==> src/hdl/lssa_pkg.sv <==
// types and constants shared by the load/store and stack pointer execute block
// no dependencies
`timescale 1ns / 1ps

package lssa_pkg;

  localparam logic [15:0] HighPage = 16'hFF00;

  typedef enum logic [3:0] {
    MODE_ST_IMM_HL = 4'd0,
    MODE_ST_WORD   = 4'd1,
    MODE_LD_ABS    = 4'd2,
    MODE_ST_ABS    = 4'd3,
    MODE_SP_HL     = 4'd4,
    MODE_LD_HIC    = 4'd5,
    MODE_ST_HIC    = 4'd6,
    MODE_LD_HIN    = 4'd7,
    MODE_ST_HIN    = 4'd8,
    MODE_HL_SPOFF  = 4'd9,
    MODE_ADD_SPOFF = 4'd10,
    MODE_ADD_HL    = 4'd11
  } mode_e;

  typedef enum logic [1:0] {
    ACC_NONE       = 2'd0,
    ACC_BYTE_READ  = 2'd1,
    ACC_BYTE_WRITE = 2'd2,
    ACC_WORD_WRITE = 2'd3
  } access_e;

  typedef struct packed {
    logic [3:0]  mode;
    logic [15:0] immediate;
    logic [15:0] word_operand;
    logic [7:0]  c_value;
    logic [7:0]  read_data;
  } item_t;

  typedef struct packed {
    logic [7:0]  acc;
    logic [15:0] hl;
    logic [15:0] sp;
    logic [15:0] pc;
    logic [3:0]  flags;
    logic [31:0] cycles;
  } arch_state_t;

  typedef struct packed {
    access_e     kind;
    logic [15:0] addr;
    logic [15:0] wdata;
  } mem_access_t;

endpackage

==> src/hdl/cpu_load_store_sp_arith_execute.sv <==
// Load/store and stack pointer arithmetic execute unit of an 8-bit CPU.
// Input channel: in_valid_i / in_stall_o carry one instruction per transaction
// (mode, immediate bytes, word operand, C register, byte read from memory).
// Output channel: out_valid_o / out_stall_i carry one result per transaction:
// the memory access (kind, address, write data), A, HL, SP, PC, flags and the
// running cycle total.
// The input register takes the input transaction; the execute logic then
// fills the result register, from which the result transaction is offered.
// Throughput: one instruction per cycle while the receiver does not stall;
// the architectural registers are read and updated in the same cycle the
// instruction leaves the input register.
// When the receiver stalls, the result register holds and the input register
// takes one more transaction; with both full, in_stall_o rises.
// Reset clears A, HL, SP, PC, flags, the cycle total and both valid bits.
// depends on lssa_pkg and lssa_exec
`timescale 1ns / 1ps

module cpu_load_store_sp_arith_execute (
  input  logic        clk_i,
  input  logic        rst_ni,
  input  logic        in_valid_i,
  output logic        in_stall_o,
  input  logic [3:0]  mode_i,
  input  logic [15:0] immediate_i,
  input  logic [15:0] word_operand_i,
  input  logic [7:0]  c_value_i,
  input  logic [7:0]  read_data_i,
  output logic        out_valid_o,
  input  logic        out_stall_i,
  output logic [1:0]  access_kind_o,
  output logic [15:0] mem_address_o,
  output logic [15:0] write_data_o,
  output logic [7:0]  acc_out_o,
  output logic [15:0] hl_out_o,
  output logic [15:0] sp_out_o,
  output logic [15:0] pc_out_o,
  output logic [3:0]  flags_out_o,
  output logic [31:0] cycle_total_o
);
  import lssa_pkg::*;

  logic        in_vld_q;
  item_t       item_q;
  logic        out_vld_q;
  arch_state_t state_q;
  arch_state_t state_d;
  arch_state_t res_state_q;
  mem_access_t acc_d;
  mem_access_t acc_q;
  logic        in_take;
  logic        exec_go;

  assign in_stall_o = in_vld_q & out_vld_q & out_stall_i;
  assign in_take    = in_valid_i & ~in_stall_o;
  assign exec_go    = in_vld_q & ~(out_vld_q & out_stall_i);

  lssa_exec u_exec (
    .item_i   (item_q),
    .state_i  (state_q),
    .state_o  (state_d),
    .access_o (acc_d)
  );

  // control and architectural state
  always_ff @(posedge clk_i or negedge rst_ni) begin
    if (!rst_ni) begin
      in_vld_q  <= 1'b0;
      out_vld_q <= 1'b0;
      state_q   <= '0;
    end else begin
      if (in_take) begin
        in_vld_q <= 1'b1;
      end else if (exec_go) begin
        in_vld_q <= 1'b0;
      end
      if (exec_go) begin
        out_vld_q <= 1'b1;
        state_q   <= state_d;
      end else if (!out_stall_i) begin
        out_vld_q <= 1'b0;
      end
    end
  end

  // payload registers
  always_ff @(posedge clk_i) begin
    if (in_take) begin
      item_q <= '{mode: mode_i, immediate: immediate_i, word_operand: word_operand_i,
                  c_value: c_value_i, read_data: read_data_i};
    end
    if (exec_go) begin
      res_state_q <= state_d;
      acc_q       <= acc_d;
    end
  end

  assign out_valid_o   = out_vld_q;
  assign access_kind_o = acc_q.kind;
  assign mem_address_o = acc_q.addr;
  assign write_data_o  = acc_q.wdata;
  assign acc_out_o     = res_state_q.acc;
  assign hl_out_o      = res_state_q.hl;
  assign sp_out_o      = res_state_q.sp;
  assign pc_out_o      = res_state_q.pc;
  assign flags_out_o   = res_state_q.flags;
  assign cycle_total_o = res_state_q.cycles;

endmodule

==> src/hdl/lssa_exec.sv <==
// single pass execute logic: access decode, register and flag update
// depends on lssa_pkg
`timescale 1ns / 1ps

module lssa_exec (
  input  lssa_pkg::item_t       item_i,
  input  lssa_pkg::arch_state_t state_i,
  output lssa_pkg::arch_state_t state_o,
  output lssa_pkg::mem_access_t access_o
);
  import lssa_pkg::*;

  logic [7:0]  imm8;
  logic [15:0] sp_ext;
  logic [15:0] sp_sum;
  logic [4:0]  sp_nib;
  logic [8:0]  sp_byte;
  logic [3:0]  sp_flags;
  logic [16:0] hl_sum;
  logic [12:0] hl_low;
  logic [1:0]  pc_inc;
  logic [4:0]  cyc;

  assign imm8     = item_i.immediate[7:0];
  assign sp_ext   = {{8{imm8[7]}}, imm8};
  assign sp_sum   = state_i.sp + sp_ext;
  assign sp_nib   = {1'b0, state_i.sp[3:0]} + {1'b0, imm8[3:0]};
  assign sp_byte  = {1'b0, state_i.sp[7:0]} + {1'b0, imm8};
  assign sp_flags = {2'b00, sp_nib[4], sp_byte[8]};
  assign hl_sum   = {1'b0, state_i.hl} + {1'b0, item_i.word_operand};
  assign hl_low   = {1'b0, state_i.hl[11:0]} + {1'b0, item_i.word_operand[11:0]};

  always_comb begin
    state_o        = state_i;
    access_o.kind  = ACC_NONE;
    access_o.addr  = '0;
    access_o.wdata = '0;
    pc_inc         = 2'd0;
    cyc            = 5'd0;
    unique case (mode_e'(item_i.mode))
      MODE_ST_IMM_HL: begin
        access_o.kind  = ACC_BYTE_WRITE;
        access_o.addr  = state_i.hl;
        access_o.wdata = {8'h00, imm8};
        pc_inc         = 2'd2;
        cyc            = 5'd12;
      end
      MODE_ST_WORD: begin
        access_o.kind  = ACC_WORD_WRITE;
        access_o.addr  = item_i.immediate;
        access_o.wdata = item_i.word_operand;
        pc_inc         = 2'd3;
        cyc            = 5'd20;
      end
      MODE_LD_ABS: begin
        access_o.kind = ACC_BYTE_READ;
        access_o.addr = item_i.immediate;
        state_o.acc   = item_i.read_data;
        pc_inc        = 2'd3;
        cyc           = 5'd16;
      end
      MODE_ST_ABS: begin
        access_o.kind  = ACC_BYTE_WRITE;
        access_o.addr  = item_i.immediate;
        access_o.wdata = {8'h00, state_i.acc};
        pc_inc         = 2'd3;
        cyc            = 5'd16;
      end
      MODE_SP_HL: begin
        state_o.sp = state_i.hl;
        pc_inc     = 2'd1;
        cyc        = 5'd8;
      end
      MODE_LD_HIC: begin
        access_o.kind = ACC_BYTE_READ;
        access_o.addr = HighPage | {8'h00, item_i.c_value};
        state_o.acc   = item_i.read_data;
        pc_inc        = 2'd1;
        cyc           = 5'd8;
      end
      MODE_ST_HIC: begin
        access_o.kind  = ACC_BYTE_WRITE;
        access_o.addr  = HighPage | {8'h00, item_i.c_value};
        access_o.wdata = {8'h00, state_i.acc};
        pc_inc         = 2'd1;
        cyc            = 5'd8;
      end
      MODE_LD_HIN: begin
        access_o.kind = ACC_BYTE_READ;
        access_o.addr = HighPage | {8'h00, imm8};
        state_o.acc   = item_i.read_data;
        pc_inc        = 2'd2;
        cyc           = 5'd12;
      end
      MODE_ST_HIN: begin
        access_o.kind  = ACC_BYTE_WRITE;
        access_o.addr  = HighPage | {8'h00, imm8};
        access_o.wdata = {8'h00, state_i.acc};
        pc_inc         = 2'd2;
        cyc            = 5'd12;
      end
      MODE_HL_SPOFF: begin
        state_o.hl    = sp_sum;
        state_o.flags = sp_flags;
        pc_inc        = 2'd2;
        cyc           = 5'd12;
      end
      MODE_ADD_SPOFF: begin
        state_o.sp    = sp_sum;
        state_o.flags = sp_flags;
        pc_inc        = 2'd2;
        cyc           = 5'd16;
      end
      MODE_ADD_HL: begin
        state_o.hl    = hl_sum[15:0];
        state_o.flags = {state_i.flags[3], 1'b0, hl_low[12], hl_sum[16]};
        pc_inc        = 2'd1;
        cyc           = 5'd8;
      end
      default: begin
        // unused opcodes leave everything untouched
      end
    endcase
    state_o.pc     = state_i.pc + {14'd0, pc_inc};
    state_o.cycles = state_i.cycles + {27'd0, cyc};
  end

endmodule

==> config.mk <==
export PLATFORM = sky130hd
export DESIGN_NAME = cpu_load_store_sp_arith_execute
export DESIGN_NICKNAME = d
export VERILOG_FILES = /design/src/hdl/lssa_pkg.sv /design/src/hdl/cpu_load_store_sp_arith_execute.sv /design/src/hdl/lssa_exec.sv
export SDC_FILE = /design/constraint.sdc
export NUM_CORES = 1
export LEC_CHECK = 0
export BUFFER_PORTS_ARGS = -buffer_cell sky130_fd_sc_hd__buf_2
export CAP_MARGIN = 10
export CELL_PAD_IN_SITES_DETAIL_PLACEMENT = 1
export CELL_PAD_IN_SITES_GLOBAL_PLACEMENT = 1
export CORE_UTILIZATION = 51
export CTS_BUF_LIST = sky130_fd_sc_hd__clkbuf_2 sky130_fd_sc_hd__clkbuf_4 sky130_fd_sc_hd__clkbuf_8
export CTS_CLUSTER_SIZE = 16
export DETAILED_ROUTE_END_ITERATION = 12
export PLACE_DENSITY_LB_ADDON = 0.1
export SLEW_MARGIN = 15
export SYNTH_ARGS = -nofsm -noshare
export SYNTH_HDL_FRONTEND = slang
export SYNTH_SLANG_ARGS = --single-unit
==> constraint.sdc <==
create_clock -name clk_i -period 8.4 [get_ports clk_i]
set_clock_uncertainty 0.15 [all_clocks]
set_input_delay 1.68 -clock clk_i [delete_from_list [all_inputs] [get_ports clk_i]]
set_output_delay 1.68 -clock clk_i [all_outputs]
set_load 0.005 [all_outputs]
# --- After elaboration in Yosys (flattened, before gate mapping) ---
# Index checks and enable logic that the tools add are counted.
op_classes:
  n_mul: 0
  n_shift: 0
  muxes: 12
  n_reduce_logical: 10
  div_mod_pow: 0
  n_lt_le_gt_ge: 0
  n_eq_ne: 12
  n_bitwise: 7
  n_addsub: 7
ops:
  columns: ["operator", "n"]
  rows:
  - ["$pmux 18 s8", 1]
  - ["$pmux 16 s2", 2]
  - ["$pmux 16 s3", 1]
  - ["$add 32x5->32", 1]
  - ["$pmux 5 s4", 1]
  - ["$add 16x16->17", 1]
  - ["$add 16x16->16", 1]
  - ["$add 16x2->16", 1]
  - ["$eq 4x3->1 const B", 4]
  - ["$eq 4x4->1 const B", 4]
  - ["$add 12x12->13", 1]
  - ["$reduce_or 3->1", 4]
  - ["$add 8x8->9", 1]
  - ["$eq 4x2->1 const B", 2]
  - ["$mux 8", 1]
  - ["$pmux 4 s2", 1]
  - ["$reduce_or 4->1", 2]
  - ["$pmux 2 s3", 1]
  - ["$add 4x4->5", 1]
  - ["$and 1x1->1", 5]
  - ["$reduce_or 5->1", 1]
  - ["$eq 4x1->1 const B", 1]
  - ["$logic_not 4->1", 1]
  - ["$mux 1", 4]
  - ["4 further kinds", 5]
totals:
  register_bits: 272
  input_bits: 56
  mem_bits_ro: 0
  mem_bits_rw: 0
  memories: 0
  word_cells: 70
  output_inout_bits: 128
  latchBits: 0

# --- Logic depth before layout (Yosys ltp) ---
# Gate-level depths: netlist of the first run.
depth:
  word_depth: 5
  ltp_mapped: 15
  ltp_nobuf: 12

# --- By module ---
# From an unflattened synthesis of the first run, not the netlist that was laid out.
unflattened:
  hier_cells: 919
  area_unflattened_um2: 12847.3
modules_own_cells:
  columns: ["mod", "cells_per_inst", "area_each_um2", "instances"]
  rows:
  - ["cpu_load_store_sp_arith_execute", 380, 9215.1, 1]
  - ["lssa_exec", 539, 3632.2, 1]

# --- Worst setup path before layout of the first run ---
# OpenSTA, ideal clock, no wires.
synth_timing:
  path_type: "input-to-reg"
  start: "in out_stall_i"
  end: "reg state_q[75] in the netlist's numbering"
  n_path_buf: 2
  stages: 6
  t_arrival_ns: 6.185
  setup_slack_ns: 1.748
  path_cell_list: "nand2_1 -> nand2_1 -> clkinv_1 -> clkbuf_1 -> buf_1 -> a31oi_1"
synth_between:
  elab_chain_cells: 3
synth_rtl:
  columns: ["item", "line", "rtl"]
  rows:
  - ["start, declared", "cpu_load_store_sp_arith_execute.sv:29", "input logic out_stall_i,"]
  - ["$and 1x1->1", "cpu_load_store_sp_arith_execute.sv:55", "assign exec_go = in_vld_q & ~(out_vld_q & out_stall_i);"]
  - ["$not 1->1", "cpu_load_store_sp_arith_execute.sv:55", null]
  - ["$and 1x1->1", "cpu_load_store_sp_arith_execute.sv:55", null]
  - ["named net exec_go", "cpu_load_store_sp_arith_execute.sv:51", "logic exec_go;"]
  - ["end signal, assigned", "cpu_load_store_sp_arith_execute.sv:78", "state_q <= state_d;"]
  - ["end, declared", "cpu_load_store_sp_arith_execute.sv:45", "arch_state_t state_q;"]
# The timed path passes the listed nets, and every way through them passes these cells.
# A chain may end at the register's enable or synchronous reset.

# --- Final worst setup path of the first run ---
layout_timing:
  start: "reg item_q[51] in the netlist's numbering"
  end: "reg state_q[28] in the netlist's numbering"
layout_between:
  elab_chain_cells: 4
  elab_cells_between_ends: 17
  classes_between: "add/sub: 1; eq/ne: 11; mux: 1; reduce/logical: 4"
layout_rtl:
  columns: ["item", "line", "rtl"]
  rows:
  - ["start, declared", "cpu_load_store_sp_arith_execute.sv:43", "item_t item_q;"]
  - ["start signal, assigned", "cpu_load_store_sp_arith_execute.sv:88", "item_q <= '{mode: mode_i, immediate: immediate_i, word_operand: word_operand_i,"]
  - ["$eq 4x4->1 (tied with other cells)", "lssa_exec.sv:40", "unique case (mode_e'(item_i.mode))"]
  - ["$reduce_or 4->1 (no line) or $reduce_or 3->1 (tied branches)", null, null]
  - ["$pmux 5 s4 *", "lssa_exec.sv:40", null]
  - ["$add 32x5->32 *", "lssa_exec.sv:125", "state_o.cycles = state_i.cycles + {27'd0, cyc};"]
# Every way passes the cells marked *; elsewhere a longest branch is shown, timed or not.

==> out/results.tsv, run 1 <==
metric	value	unit
run status	complete, no violations	
CP max FO	28	
layout cell share with drive strength beyond 1	22.9	%
mapped cell area	12700	um^2
Hold Path Stages	2	
Starting Density	52.1	%
initial antenna violation count	0	
Die ar.	25500	um^2
pwr dens	298	nW/um^2
drc violations	0	
gpl congestion	0.862	
area delta synth->final	17.6	%
area occupied by multi-input gates	4800	um^2
worst hold path class	reg -> reg	
Avg Cell Area, Syn	11.7	um^2
Final Hold Viols	0	
Tmin final	4.11	ns
sequential cell area	7590	um^2
Worst slew margin	25.2	%
HPWL after detailed placement	23700	um
yosys warns	0	
worst vdd ir	0.000161	V
RR Startpoint	item_q[51]	
DR WL/cell	20.8	um
startpoint types	flip-flop	
Detail Route Antenna Nets	0	
Critical R2R Capture	state_q[28]	
GR Overflow Total	0	
CP most frequent cell	nand2b_1	
CTS buffer count	46	
Crit-path slowest cell	edfxtp_1	
DRT iter0 DRCs	624	
clock latency on the worst-skew pair	0.56	ns
fin. max-slew vios	0	
Register-to-Register Path Depth	11	
crit path kind	reg -> reg	
area post-placement	13900	um^2
CP peak stage delay	0.73	ns
Global Route Usage Sum	27.1	%
most frequent cells in the layout	buf_2, edfxtp_1, nand2_1	
# clock sinks	268	
setup slack, reg-to-reg	4.29	ns
fmax	0.243	GHz
EDFF count, synth	176	
crit path DAT	4.42	ns
largest net degree at the start of global routing	86	
H-Tree Level Count	2	
ys async rst share	34.3	%
Worst Hold Launch	state_q[2]	
vias in the first global route	9984	
synthesis-stage register bit count	268	
final instance area	14900	um^2
post-route setup TNS	0	ns
row cnt	57	
synthesized instance count	1082	
DR pass1 iterations	8	
hold path endpoint	state_q[2]	
Post-CTS Setup Inserts	0	
Die Width	160	um
# Max-Cap Violations	0	
root buffer cell	clkbuf_8	
clock buffer depth	3	
most common cell after layout, fill and taps aside	buf_2	
worst path cell trace	nand2b_1 -> o22ai_1 -> ha_1 -> inv_1 -> fa_1 -> nand2b_1 -> a21oi_1 -> nand4_1 -> nand2b_4 -> nor3_1 -> xor2_1	
Setup crit end kind	flip-flop	
post-synthesis cell type count	64	
first-pass GRT wire length	54200	um
IO buf count	181	
top_reg_cell synth	edfxtp_1	
vias post-DR	9342	
Total Routed Length	34100	um
Setup-failing EPs final	0	
CORE AREA	24400	um^2
vias per inst	5.69	
nets	1374	
CTS Hold Bufs	0	
Fill cells	2618	
Clock transition at path regs	0.06	ns
CTS tree	done	
top sig layer	met4	
post-CTS sizing	0	
met1 wire length	14300	um
Die Ht	160	um
post-route clock period utilization	48.9	%
met3 wire length	1520	um
routed length on met2	17200	um
P_leak	6.51	nW
sequential element share of the synthesized area	59.7	%
RSZ-0062 raised after global routing	false	
Worst Tran Pin Value	1.12	ns
Top Ports	184	
CP required	8.71	ns
## flip-flops by register name (all words and copies together), names as in the netlist
name           flops
hl_out_o          16
in_vld_q           1
mem_address_o     16
sp_out_o          16
write_data_o      16
cycle_total_o     30
flags_out_o        4
pc_out_o          16
acc_out_o          8
access_kind_o      2
out_valid_o        1
item_q            52
state_q           90
## worst max-delay path: cells and delay by family (launching register included)
kind / cells / cell delay (ns)
XOR/XNOR: 1 / 0.18
buffers and inverters: 1 / 0.06
adder cells (fa/ha/maj): 2 / 0.62
AND/OR/NAND/NOR: 5 / 1.47
flip-flops: 1 / 0.73
AO/OA/AOI/OAI: 2 / 0.79
## report_power, final
group	total [mW]	switching [mW]	internal, mW	leakage, nW
clock network	1.27	0.534	0.734	0.527
registers	1.92	0.219	1.70	2.89
logic	1.26	0.745	0.516	3.09
total	4.45	1.50	2.95	6.51
## how the worst max path moves through the flow
stage / cells after the start / endpoint / slack [ns] / from
finish: 11 / state_q[28] / 4.29 / item_q[51]
global route: 10 / state_q[28] / 3.99 / item_q[48]
CTS: 10 / state_q[28] / 4.23 / item_q[48]
detailed placement: 9 / state_q[17] / 4.00 / out_stall_i
global placement: 9 / state_q[17] / 4.08 / out_stall_i
floorplan: 6 / state_q[75] / 1.75 / out_stall_i
## routing by layer
| layer | vias to the layer above | track usage, % |
|---|---|---|
| li1 | 4342 | - |
| met4 | 0 | 10.0 |
| met1 | 4618 | 34.4 |
| met5 | - | 0 |
| met2 | 306 | 47.3 |
| met3 | 76 | 3.92 |
## stage by stage
| stage | total power, mW | setup slack (ns) | hold WS (ns) | cells | utilization [%] |
|---|---|---|---|---|---|
| final | 4.45 | 4.29 | 0.338 | 1641 | 61.2 |
| after global placement | 3.13 | 4.08 | 0.310 | 1554 | 57.1 |
| after CTS | 4.47 | 4.23 | 0.341 | 1640 | 61.2 |
| after global routing | 4.68 | 3.99 | 0.353 | 1640 | 61.2 |
| after detailed placement | 3.19 | 4.00 | 0.324 | 1554 | 57.1 |
| after floorplan | 2.73 | 1.75 | 0.294 | 1083 | - |
## cell type report
cell class,instances,share of cell area [%]
antenna,1,0.0168
clock buffer,74,5.98
clock inverter,12,0.695
inverter,43,1.11
multi-input combinational,728,32.1
sequential,268,50.8
tap,324,2.71
timing repair buffer,191,6.58
## synthesized netlist by cell type (all sizes together) (16+ instances only)
cell / count / area (um^2)
ha: 36 / 450
a222oi: 19 / 190
xor2: 51 / 447
nand2: 119 / 447
clkbuf: 37 / 139
a21oi: 28 / 140
nor3: 18 / 101
xnor2: 57 / 499
dfrtp: 92 / 2300
and2: 16 / 100
a22oi: 16 / 120
a21o: 16 / 120
inv: 42 / 158
o21ai: 48 / 240
nand3: 29 / 145
nor2: 99 / 372
edfxtp: 176 / 5290
## cells by family after synthesis
logic type | Yosys count | share of synthesized area, %
AO/OA/AOI/OAI | 208 | 11.4
XOR/XNOR | 108 | 7.45
adder cells (fa/ha/maj) | 40 | 4.18
buffers and inverters | 87 | 2.69
flip-flops | 268 | 59.7
multiplexers | 17 | 1.47
other | 1 | 0.0295
AND/OR/NAND/NOR | 353 | 13.0
(Power assumes the default switching activity.)
==> run 2: changes to the inputs <==
Settings changed: CORE_UTILIZATION 51 to 48.
Clock period 8.4 ns to 3.8 ns, I/O delays scaled along.
==> run 2 against run 1 <==
Die area rose by 6.2%. Power rose by 120%. Worst setup slack got worse by 4.0 ns. Critical path depth fell by 1. Utilization fell by 3.6 points. Critical endpoint unchanged.
==> out/results.tsv, run 2 (synthesis gave the netlist of run 1 again) <==
metric	value	unit
run status	complete, no violations	
IO buf count	181	
GR Overflow Total	0	
P_sw	3.27	mW
worst vdd ir	0.000347	V
Crit-path slowest cell	edfxtp_1	
drc violations	0	
post-route setup TNS	0	ns
RSZ-0062 raised after global routing	false	
Top Ports	184	
fmax	0.283	GHz
crit path kind	reg -> reg	
vias post-DR	9290	
final instance area	15000	um^2
Net Sw Frac	34.0	%
Final Hold Viols	0	
pwr dens	642	nW/um^2
Die Width	165	um
# clock sinks	268	
CTS Hold Bufs	0	
combinational share of power	29.2	%
Post-CTS Setup Inserts	0	
most frequent cells in the layout	buf_2, edfxtp_1, nand2_1	
CP most frequent cell	a21oi_1	
DR pass1 iterations	6	
DRT iter0 DRCs	563	
# Max-Cap Violations	0	
layout cell share with drive strength beyond 1	23.0	%
Starting Density	48.9	%
clock latency on the worst-skew pair	0.56	ns
area post-placement	14100	um^2
Flop pwr share	43.9	%
worst path cell trace	nor2_1 -> a21oi_1 -> o21a_1 -> fa_1 -> nand2b_1 -> a21oi_1 -> nand4_1 -> nand2b_4 -> nor3_1 -> xor2_1	
CP required	4.11	ns
clock buffer depth	3	
Global Route Usage Sum	25.3	%
initial antenna violation count	2	
final core occ	57.7	%
DP Worst Slack	0.331	ns
Setup-failing EPs final	0	
Detail Route Antenna Nets	0	
Power Internal	6.35	mW
HPWL after detailed placement	24000	um
P_leak	6.54	nW
worst setup margin	0.264	ns
max reg flops	90	
fin. max-slew vios	0	
Worst slew margin	27.9	%
vias in the first global route	9708	
first-pass GRT wire length	52500	um
CTS tree	done	
H-Tree Level Count	2	
gpl congestion	0.867	
worst hold path class	in -> async	
Fill cells	2804	
Total Routed Length	33700	um
most common cell after layout, fill and taps aside	buf_2	
largest net degree at the start of global routing	63	
vias per inst	5.61	
Largest Register	state_q	
crit path DAT	3.85	ns
power consumption	9.62	mW
Clock power frac	26.9	%
CORE AREA	26000	um^2
CP peak stage delay	0.55	ns
DR WL/cell	20.3	um
row cnt	59	
Worst Tran Pin Value	1.08	ns
post-CTS sizing	0	
post-route clock period utilization	93.1	%
CTS buffer count	45	
startpoint types	flip-flop	
Setup crit end kind	flip-flop	
Register-to-Register Path Depth	10	
Tmin final	3.54	ns
area delta synth->final	17.9	%
CP max FO	12	
Die Ht	165	um
root buffer cell	clkbuf_8	
Die ar.	27100	um^2
Clock transition at path regs	0.06	ns
nets	1384	
run 2: per-layer routing:
metal  up-vias  track usage, %  share of wire, %
met5         -               0                 0
met3        65            4.45               4.6
li1       4363               -                 -
met2       238            44.8                51
met1      4624            31.2                42
met4         0            8.01               2.3
run 2: worst paths after layout:
| check | startpoint | to | slack, ns |
|---|---|---|---|
| min in group clk_i | c_value_i[3] | item_q[11] | 0.22 |
| min reg2reg | state_q[34] | state_q[34] | 0.34 |
| max reg2reg | item_q[49] | state_q[28] | 0.26 |
| max | item_q[49] | state_q[28] | 0.26 |
| max in group asynchronous | rst_ni | state_q[82] | 2.64 |
| min | rst_ni | state_q[43] | 0.11 |
run 2: through the flow:
stage,instances,hold slack [ns]
5_1_grt,1655,0.146
6_report,1657,0.108
4_1_cts,1655,0.129
3_5_place_dp,1576,0.312
3_3_place_gp,1576,0.311
2_1_floorplan,1083,0.294
run 2: area by class of cell:
type | count | area, um^2 | share of cell area, %
inverter | 43 | 166 | 1.11
antenna | 2 | 5.00 | 0.0334
sequential | 268 | 7590 | 50.6
clock buffer | 65 | 813 | 5.43
clock inverter | 14 | 88.8 | 0.593
multi-input combinational | 728 | 4790 | 31.9
timing repair buffer | 202 | 1120 | 7.45
tap | 335 | 419 | 2.80
run 2: critical path, delay by kind of cell (launching register included):
kind / cells / cell delay [ns]
and+or+nand+nor: 5 / 1.47
adders and majority gates: 1 / 0.43
xor gates and xnor gates: 1 / 0.16
AOI/OAI and AO/OA: 3 / 0.68
DFF: 1 / 0.55
run 2: power groups by stage:
stage | clock network, mW | logic, mW | registers, mW
after global placement | 0 | 2.70 | 4.25
after detailed placement | 0 | 2.79 | 4.27
after CTS | 2.64 | 2.82 | 4.22
after global routing | 2.75 | 3.11 | 4.27
after floorplan | 0 | 1.92 | 4.10
final | 2.59 | 2.81 | 4.22
==> run 3: changes to the inputs <==
Settings changed: CORE_MARGIN from default to 5.
==> run 3 against run 2 <==
Clock power is 8.1% higher. Register-to-register slack hardly changed. Worst setup slack better by 0.014 ns.
==> out/results.tsv, run 3 (synthesis gave the netlist of run 1 again) <==
metric	value	unit
post-route setup TNS	0	ns
RSZ-0062 raised after global routing	false	
Die ar.	29800	um^2
GR Overflow Total	0	
largest net degree at the start of global routing	58	
Largest Register	state_q	
DRT iter0 DRCs	717	
Setup crit end kind	flip-flop	
root buffer cell	clkbuf_8	
CTS tree	done	
drc violations	0	
worst hold path class	in -> async	
CORE AREA	26100	um^2
Power Internal	6.53	mW
pwr dens	650	nW/um^2
vias post-DR	9331	
area delta synth->final	18.9	%
clock latency on the worst-skew pair	0.57	ns
gpl congestion	0.853	
Crit-path slowest cell	edfxtp_1	
first-pass GRT wire length	55100	um
CTS buffer count	46	
Starting Density	48.7	%
Clock transition at path regs	0.06	ns
layout cell share with drive strength beyond 1	23.9	%
fin. max-slew vios	0	
max reg flops	90	
worst path cell trace	nor2_1 -> a21oi_1 -> o21a_1 -> fa_1 -> nand2b_1 -> a21oi_1 -> nand4_1 -> nand2b_4 -> nor3_1 -> xor2_1	
final instance area	15100	um^2
Die Ht	173	um
RR Startpoint	item_q[49]	
CP required	4.11	ns
initial antenna violation count	2	
area post-placement	14100	um^2
DR pass1 iterations	5	
Total Routed Length	34600	um
fmax	0.284	GHz
run status	complete, no violations	
vias per inst	5.59	
Detail Route Antenna Nets	0	
post-route clock period utilization	92.7	%
# clock sinks	268	
Top Ports	184	
clock buffer depth	3	
Fill cells	2806	
Flop pwr share	42.9	%
Net Sw Frac	33.5	%
worst setup margin	0.278	ns
CP peak stage delay	0.54	ns
DR WL/cell	20.7	um
startpoint types	flip-flop	
Critical Path Start	item_q[49]	
Top delay family on crit path	simple AND/OR/NAND/NOR gates	
Global Route Usage Sum	22.8	%
Final Hold Viols	0	
vias in the first global route	10077	
WP buf/inv	0	
most frequent cells in the layout	buf_2, edfxtp_1, nand2_1	
DP Worst Slack	0.261	ns
H-Tree Level Count	2	
HPWL after detailed placement	24700	um
P_leak	6.60	nW
Die Width	173	um
Clock power frac	28.6	%
Setup-failing EPs final	0	
P_sw	3.29	mW
crit path kind	reg -> reg	
Worst slew margin	35.6	%
most common cell after layout, fill and taps aside	buf_2	
combinational share of power	28.5	%
CP most frequent cell	a21oi_1	
Tmin final	3.52	ns
Worst Tran Pin Value	0.963	ns
worst vdd ir	0.000343	V
post-CTS sizing	0	
IO buf count	181	
CP max FO	12	
# Max-Cap Violations	0	
crit path DAT	3.83	ns
nets	1391	
row cnt	59	
[run 3: changes by cell type in the layout (fill, tap and decap cells not counted), moves of 2 or more]
cell,change
clkinvlp_4,+3
buf_12,-3
clkinv_1,-2
clkbuf_8,+4
buf_4,+9
[run 3: area by class of cell]
type | instances | area, um^2 | area share (%)
Clock inverter | 16 | 138 | 0.912
Tap cell | 335 | 419 | 2.78
Multi-Input combinational cell | 728 | 4790 | 31.7
Antenna cell | 1 | 2.50 | 0.0166
Clock buffer | 70 | 876 | 5.80
Timing Repair Buffer | 208 | 1120 | 7.44
Sequential cell | 268 | 7590 | 50.3
Inverter | 43 | 166 | 1.10
[run 3: final timing paths]
path                                to  slack, ns  cells past startpoint
hold reg to reg            state_q[32]       0.33                      2
max in group asynchronous  state_q[19]       2.54                      2
hold / removal             state_q[46]       0.14                      1
min in group clk_i          item_q[51]       0.22                      1
setup / recovery           state_q[28]       0.28                     10
setup reg to reg           state_q[28]       0.28                     10
[run 3: timing repair]
item                                    CTS  global route
hold buffers                              0             0
hold endpoints to repair                  0             0
endpoints found under the setup margin    0             2
setup buffers                             0             4
[run 3: stage by stage]
| stage | util, % | hold slack, ns | power [mW] | std cells |
|---|---|---|---|---|
| 2_1_floorplan | - | 0.294 | 6.03 | 1083 |
| 3_3_place_gp | 53.9 | 0.311 | 6.96 | 1578 |
| 3_5_place_dp | 53.9 | 0.323 | 7.05 | 1578 |
| 4_1_cts | 57.8 | 0.145 | 9.92 | 1664 |
| 5_1_grt | 57.9 | 0.175 | 10.4 | 1669 |
| 6_report | 57.9 | 0.142 | 9.81 | 1669 |
[run 3: worst reg2reg max path, stage by stage (launching register included)]
cell      delay, ns
edfxtp_1       0.54
nor2_1         0.48
a21oi_1        0.11
o21a_1         0.24
fa_1           0.43
nand2b_1       0.18
a21oi_1        0.29
nand4_1        0.35
nand2b_4       0.28
nor3_1         0.19
xor2_1         0.18
[run 3: power groups by stage]
stage               Sequential (mW)  Combinational, mW  Clock, mW
floorplan                      4.10               1.92          0
global placement               4.25               2.71          0
detailed placement             4.26               2.79          0
CTS                            4.22               2.82       2.89
global route                   4.26               3.12       3.05
finish                         4.21               2.80       2.80
[run 3: layer usage]
layer  up-vias  global-route usage (%)  part of all wire [%]
li1       4367                       -                     -
met2       287                    40.5                    51
met1      4596                    28.0                    41
met4         2                    7.14                   2.8
met5         -                       0                 0.029
met3        79                    4.41                   5.7
